`config.mk`:
```
export PLATFORM = sky130hd
export DESIGN_NAME = ctbe_cell
export DESIGN_NICKNAME = d
export VERILOG_FILES = /design/src/design/ctbe_pkg.sv /design/src/design/ctbe_ram.sv /design/src/design/ctbe_cell.sv
export SDC_FILE = /design/constraint.sdc
export NUM_CORES = 2
export LEC_CHECK = 0
export BUFFER_PORTS_ARGS = -buffer_cell sky130_fd_sc_hd__buf_2
export CORE_ASPECT_RATIO = 0.7
export CORE_MARGIN = 5
export CORE_UTILIZATION = 30
export CTS_CLUSTER_SIZE = 16
export DETAILED_ROUTE_END_ITERATION = 16
export GPL_TIMING_DRIVEN = 0
export MAX_ROUTING_LAYER = met4
export SETUP_SLACK_MARGIN = 0.3
export SLEW_MARGIN = 40
export SYNTH_ARGS = -nofsm -noshare
export SYNTH_HDL_FRONTEND = slang
export SYNTH_SLANG_ARGS = --single-unit
```
`constraint.sdc`:
```
create_clock -name clk -period 3.27 [get_ports clk]
set_clock_uncertainty 0.1 [all_clocks]
set_input_delay 0.654 -clock clk [delete_from_list [all_inputs] [get_ports clk]]
set_output_delay 0.654 -clock clk [all_outputs]
set_load 0.05 [all_outputs]
```
`src/design/ctbe_pkg.sv`:
```
`default_nettype none

package ctbe_pkg;

	// default text capacity in characters
	localparam int CAPACITY_DEF = 1024;

	// the store is split into a row of 2**CELL_BITS cells
	localparam int CELL_BITS = 2;
	localparam int NUM_CELLS = 1 << CELL_BITS;

	// fixed field widths
	localparam int CHAR_W    = 8;
	localparam int IDX_W     = 10;
	localparam int CNT_OUT_W = 11;

	// key codes
	localparam logic [CHAR_W-1:0] KEY_ENTER = 8'h45;
	localparam logic [CHAR_W-1:0] KEY_BACK  = 8'h42;
	localparam logic [CHAR_W-1:0] KEY_DEL   = 8'h44;
	localparam logic [CHAR_W-1:0] KEY_RIGHT = 8'h3E;
	localparam logic [CHAR_W-1:0] KEY_LEFT  = 8'h3C;
	localparam logic [CHAR_W-1:0] NEWLINE   = 8'h0A;

	// whitespace bytes that are ignored
	localparam logic [CHAR_W-1:0] KEY_SPACE = 8'h20;
	localparam logic [CHAR_W-1:0] KEY_TAB   = 8'h09;
	localparam logic [CHAR_W-1:0] KEY_CR    = 8'h0D;

	// control that travels along the row of cells with each access
	typedef struct packed {
		logic valid;
		logic wr;
	} ctbe_tok_t;

	// item sequencer
	typedef enum logic [1:0] {
		ST_IDLE,
		ST_LAUNCH,
		ST_WAIT,
		ST_FINISH
	} ctbe_state_t;

	// decoded item
	typedef enum logic [2:0] {
		OP_READ,
		OP_NOP,
		OP_INSERT,
		OP_BACK,
		OP_DEL,
		OP_RIGHT,
		OP_LEFT
	} ctbe_op_t;

endpackage

`default_nettype wire

```
`src/design/ctbe_ram.sv`:
```
`default_nettype none

module ctbe_ram #(
	parameter int WIDTH = ctbe_pkg::CHAR_W,
	parameter int DEPTH = ctbe_pkg::CAPACITY_DEF / ctbe_pkg::NUM_CELLS
) (
	input  wire logic                     clk,
	input  wire logic                     we,
	input  wire logic [$clog2(DEPTH)-1:0] addr,
	input  wire logic [WIDTH-1:0]         wdata,
	output logic      [WIDTH-1:0]         rdata
);

	logic [WIDTH-1:0] mem_q [DEPTH];
	logic [WIDTH-1:0] rdata_q;

	// single port, registered read
	always_ff @(posedge clk) begin
		if (we) begin
			mem_q[addr] <= wdata;
		end
		rdata_q <= mem_q[addr];
	end

	assign rdata = rdata_q;

endmodule

`default_nettype wire

```
`src/design/ctbe_cell.sv`:
```
`default_nettype none

module ctbe_cell #(
	parameter int AW      = $clog2(ctbe_pkg::CAPACITY_DEF),
	parameter int CELL_ID = 0
) (
	input  wire logic                          clk,
	input  wire logic                          arst_n,
	input  wire ctbe_pkg::ctbe_tok_t           in_tok,
	input  wire logic [AW-1:0]                 in_addr,
	input  wire logic [ctbe_pkg::CHAR_W-1:0]   in_data,
	output ctbe_pkg::ctbe_tok_t                out_tok,
	output logic      [AW-1:0]                 out_addr,
	output logic      [ctbe_pkg::CHAR_W-1:0]   out_data
);

	localparam int BAW   = AW - ctbe_pkg::CELL_BITS;
	localparam int DEPTH = 1 << BAW;

	ctbe_pkg::ctbe_tok_t             tok_q;
	logic [AW-1:0]                   addr_q;
	logic [ctbe_pkg::CHAR_W-1:0]     data_q;
	logic                            hit_q;
	logic                            hit;
	logic [ctbe_pkg::CHAR_W-1:0]     rdata;

	// this cell owns the bank picked by the top address bits
	assign hit = in_tok.valid
		&& (in_addr[AW-1 -: ctbe_pkg::CELL_BITS] == ctbe_pkg::CELL_BITS'(CELL_ID));

	ctbe_ram #(
		.WIDTH (ctbe_pkg::CHAR_W),
		.DEPTH (DEPTH)
	) u_bank (
		.clk   (clk),
		.we    (hit && in_tok.wr),
		.addr  (in_addr[BAW-1:0]),
		.wdata (in_data),
		.rdata (rdata)
	);

	// hand the transaction on to the next cell
	always_ff @(posedge clk or negedge arst_n) begin
		if (!arst_n) begin
			tok_q <= '0;
			hit_q <= 1'b0;
		end else begin
			tok_q <= in_tok;
			hit_q <= hit;
		end
	end

	always_ff @(posedge clk) begin
		addr_q <= in_addr;
		data_q <= in_data;
	end

	// a read that hit here picks up the bank data
	assign out_tok  = tok_q;
	assign out_addr = addr_q;
	assign out_data = (hit_q && !tok_q.wr) ? rdata : data_q;

endmodule

`default_nettype wire

```
Word-level counts from Yosys, hierarchy flattened
Memory sizes are Yosys's and may differ from the RTL's. A register that Yosys moved wholly into a read port is not among the register bits.
Index checks and enable logic that the tools add are counted.
- flip-flop bits (word level): 21
- bits in latches: 0
- RAM bits: 2048
- memory bits (read-only): 0
- input bits: 22
- output and inout port bits: 20
- memories: 1
- memory list (name ; depth ; width ; rd ports ; clocked after Yosys merged registers in ; write ports ; RTL line ; RTL):
    u_bank.mem_q ; 256 ; 8 ; 1 ; 1 ; 1 ; ctbe_ram.sv:14 ; logic [WIDTH-1:0] mem_q [DEPTH];
- $add $sub $neg: 0
- multiply operators: 0
- divide/modulo/power cells: 0
- magnitude comparators: 0
- equal/unequal tests: 0
- shift-type cells: 0
- mux-type cells: 3
- bitwise logic cells: 0
- reductions and logical operators: 5
- operator list (operator ; count):
    8-bit two-way mux ; 1
    1-bit logical AND ; 3
    2-bit zero test ; 1
    1-bit two-way mux ; 2
    1-bit zero test ; 1

Depth between registers and ports, before layout
- depth in word-level cells: 5
- mapped depth: 9
- mapped depth without buffers: 5

Modules after synthesis
Synthesis repeated with hierarchy kept, for this count alone.
- cells, all modules: 3580
- area total of the unflattened synthesis: 79087.1 um2
- modules (own cells, without submodules) (module ; instances ; cells an instance ; area each (um2) ; sequential area each (um2)):
    ctbe_ram ; 1 ; 3547 ; 78492.8 ; 61659.1
    ctbe_cell ; 1 ; 33 ; 594.3 ; 435.4

Least setup slack after synthesis
OpenSTA, ideal clock, no wires.
- kind: input to register
- from: in in_addr[0]
- to: mem u_bank.mem_q[104][0] (netlist name), enable pin
- arrival time: 2437 ps
- data required time: 2800 ps
- setup slack: 363 ps
- stages on the path: 8
- path through: clkbuf_1 > buf_6 > buf_4 > buf_2 > nor3b_1 > nand2_1 > clkbuf_1 > nor2_1
- RTL lines (what ; RTL line ; RTL):
    from (decl) ; ctbe_cell.sv:10 ; input wire logic [AW-1:0] in_addr,
    to (decl) ; ctbe_ram.sv:14 ;
No word-level cell before the write port.

Final worst setup path
- from: in in_addr[4]
- to: mem u_bank.mem_q[27][0] (netlist name), enable pin
No word-level cell before the write port.

==> reports/summary.json <==
{
  "run_status": "finished clean",
  "yosys_register_bits": 2077,
  "maximum_clock_frequency_mhz": 327,
  "chipHeight_um": 439,
  "antenna_found_initial": 8,
  "grt_first_pass_wirelength_um": 311000,
  "rsz0062_at_grt": "yes",
  "critPathKind": "input pin to register",
  "finalWirelength_um": 225000,
  "synth_edf_count": 2048,
  "postLayoutCoreUtil": 0.359,
  "routed-via-count": 40000,
  "placed_cells": 7129,
  "timing.setup.tns_ns": 0,
  "syn-mean-instance-area_um2": 22.2,
  "cts_tree": "yes",
  "clockBufferDepth": 4,
  "synth-simple-area-share": 0.0162,
  "ctsHtreeMaxLevel": 4,
  "cts-root-buf": "sky130_fd_sc_hd__clkbuf_16",
  "relative_slew_margins": 0.339,
  "post_synth_xor_xnor_area": 0,
  "gr-usage-all-layers": 0.165,
  "post-route-period-util": 0.934,
  "dr.first_iter.drc_count": 5739,
  "area_after_detailed_placement_um2": 84700,
  "placement.setup.worst_slack_ns": -2.13,
  "power_per_cell_area_nw_per_um2": 598,
  "hold_path.class": "input pin to register",
  "post-route-drc-count": 0,
  "finalSetupViolCount": 0,
  "nNetsFinal": 3883,
  "post-route-cell-area_um2": 93800,
  "layout-area-overhead-vs-synth_pct": 18.9,
  "synthMuxAreaShare": 0.147,
  "initial_standard_cell_utilization_of_the_core": 0.302,
  "synthArstFlopShare": 0.00144,
  "cts.reportedPaths.clkPinSlew_ns": 0.06,
  "seq_area_frac_synth": 0.788,
  "timing.critical_path.arrival_ns": 3.47,
  "drv_slew": 0,
  "worst_pin_slew_ns": 0.991,
  "place_congestion": 0.974,
  "cell_types_with_the_largest_area_share_after_synthesis": "sky130_fd_sc_hd__edfxtp_1, sky130_fd_sc_hd__mux4_2, sky130_fd_sc_hd__a22oi_1",
  "grt_start_max_net_pins": 97,
  "post-synth-top-area-cell": "sky130_fd_sc_hd__edfxtp_1",
  "finalNonFillerCells": 7520,
  "netlist-cell-type-count": 25,
  "rows": 157,
  "dp.final_hpwl_um": 151000,
  "drt.antenna.violating_nets": 0,
  "post-route-worst-setup-slack_ns": 0.216,
  "worstSkewPairLatency_ns": 0.91,
  "clock-sinks": 2077,
  "io_buffers": 41,
  "via_per_inst": 5.32,
  "postSynth.topFlopCell": "sky130_fd_sc_hd__edfxtp_1",
  "design.die.area_um2": 273000,
  "worst_ir_drop_vdd_uv": 450,
  "critPathRequiredTime_ns": 3.68,
  "cp-start-kind": "input pin",
  "synth_most_common_cell": "sky130_fd_sc_hd__edfxtp_1",
  "yosys_warnings": 0,
  "globalRoute.totalOverflow": 0,
  "max_cap_violations": 0,
  "crit_fanout": 10,
  "core_um2": 261000,
  "syn_inst": 3558,
  "numCtsBuffers": 204,
  "netlist.area_leader.share": 0.780,
  "drt_first_pass_iters": 6,
  "grt_pass1_vias": 38500,
  "post_drt_wl_per_cell_um": 29.9,
  "synth_net_count": 3580,
  "timing_hold_violations_final": 0,
  "synth_area_in_compound_gates": 0.0361,
  "total_leakage_power_nw": 28.0,
  "boundaryPins": 42,
  "final_layout_size_suffix_gt1_frac": 0.348,
  "fillCellCount": 23600,
  "critPathCaptureType": "register",
  "synth_top_family_by_area": "multiplexers",
  "die_x_um": 623,
  "synth_area_um2": 78800,
  "synth_common_cells": "sky130_fd_sc_hd__edfxtp_1, sky130_fd_sc_hd__mux4_2, sky130_fd_sc_hd__nor2_1",
  "final.min_clock_period_ns": 3.05,
  "synth_adder_area_share": 0
}
cell families after synthesis:
| logic type | after synthesis |
|---|---|
| and+or+nand+nor | 319 |
| muxes | 520 |
| DFF | 2077 |
| buffers and inverters | 226 |
| AOI/OAI and AO/OA | 416 |
worst max-delay path, cell delays in order:
cell and delay [ns]:
sky130_fd_sc_hd__buf_2 0.16, sky130_fd_sc_hd__clkbuf_1 0.39, sky130_fd_sc_hd__nor2b_1 0.61, sky130_fd_sc_hd__nand2_1 0.47
sky130_fd_sc_hd__clkbuf_1 0.40, sky130_fd_sc_hd__nor2_1 0.76
layout by cell type (no fill, tap or decap), types with 31 or more instances in the layout:
| cell type | count |
|---|---|
| sky130_fd_sc_hd__clkinv_1 | 37 |
| sky130_fd_sc_hd__edfxtp_1 | 2048 |
| sky130_fd_sc_hd__a22oi_2 | 47 |
| sky130_fd_sc_hd__mux4_2 | 512 |
| sky130_fd_sc_hd__buf_4 | 33 |
| sky130_fd_sc_hd__clkbuf_2 | 57 |
| sky130_fd_sc_hd__clkbuf_16 | 206 |
| sky130_fd_sc_hd__a22oi_1 | 209 |
| sky130_fd_sc_hd__clkbuf_1 | 94 |
| sky130_fd_sc_hd__nor2_1 | 52 |
| sky130_fd_sc_hd__clkinv_2 | 35 |
| sky130_fd_sc_hd__a21oi_1 | 94 |
| sky130_fd_sc_hd__buf_2 | 54 |
| sky130_fd_sc_hd__nor2_4 | 129 |
| sky130_fd_sc_hd__a21oi_2 | 31 |
| sky130_fd_sc_hd__nor2_2 | 79 |
sequential cells by signal (all words and copies together) (netlist names):
| name | count |
|---|---|
| u_bank.mem_q | 2048 |
| out_addr | 10 |
| data_q | 8 |
| u_bank.rdata | 8 |
| out_tok | 2 |
| hit_q | 1 |
final timing paths:
kind                                 startpoint                    to  slack, ns  depth (start not counted)
max reg2reg                u_bank.mem_q[191][2]       u_bank.rdata[2]       0.60                          5
max in group asynchronous                arst_n                 hit_q       2.37                          3
max                                  in_addr[4]   u_bank.mem_q[27][0]       0.22                          6
min reg2reg                 u_bank.mem_q[46][6]       u_bank.rdata[6]       0.94                          5
min                                  in_data[4]  u_bank.mem_q[137][4]       0.04                          1
min in group asynchronous                arst_n            out_tok[1]       0.56                          3
power by group:
group / internal [W] / leakage, nW / switching (W)
clock network: 0.0136 / 3.26 / 0.0102
registers: 0.0293 / 18.7 / 0.0000236
logic: 0.000962 / 6.12 / 0.00196
stage by stage:
stage,hold slack (ns),total power [W]
finish,0.0417,0.0560
global route,0.0153,0.0576
CTS,0.00385,0.0563
detailed placement,0.354,0.0325
global placement,0.348,0.0325
floorplan,0.258,0.0311
repair_timing:
| item | CTS | global route |
|---|---|---|
| endpoints found under the setup margin | 2064 | 439 |
| resized for setup | 428 | 84 |
| endpoints found under the hold margin | 34 | 0 |
| pin swaps | 11 | 17 |
| setup buffers | 0 | 5 |
| hold buffers | 16 | 0 |
layer usage:
metal	vias up	track usage	wire length (um)	share of wire
met3	345	0.0721	32000	0.14
li1	15800	-	-	-
met4	0	0.0352	5520	0.025
met5	-	-	0	0
met2	2238	0.214	92100	0.41
met1	21600	0.238	95300	0.42
area by class of cell:
| cell class | instances | area, um^2 | area share |
|---|---|---|---|
| sequential | 2077 | 62100 | 0.662 |
| multi-input combinational | 1255 | 17800 | 0.189 |
| clock buffer | 244 | 5390 | 0.0575 |
| tap | 3498 | 4380 | 0.0467 |
| buffer | 226 | 1430 | 0.0153 |
| timing repair buffer | 97 | 1410 | 0.0151 |
| clock inverter | 121 | 1290 | 0.0137 |
| antenna | 2 | 5.00 | 0.0000534 |
Power figures use the tool's default switching activity.
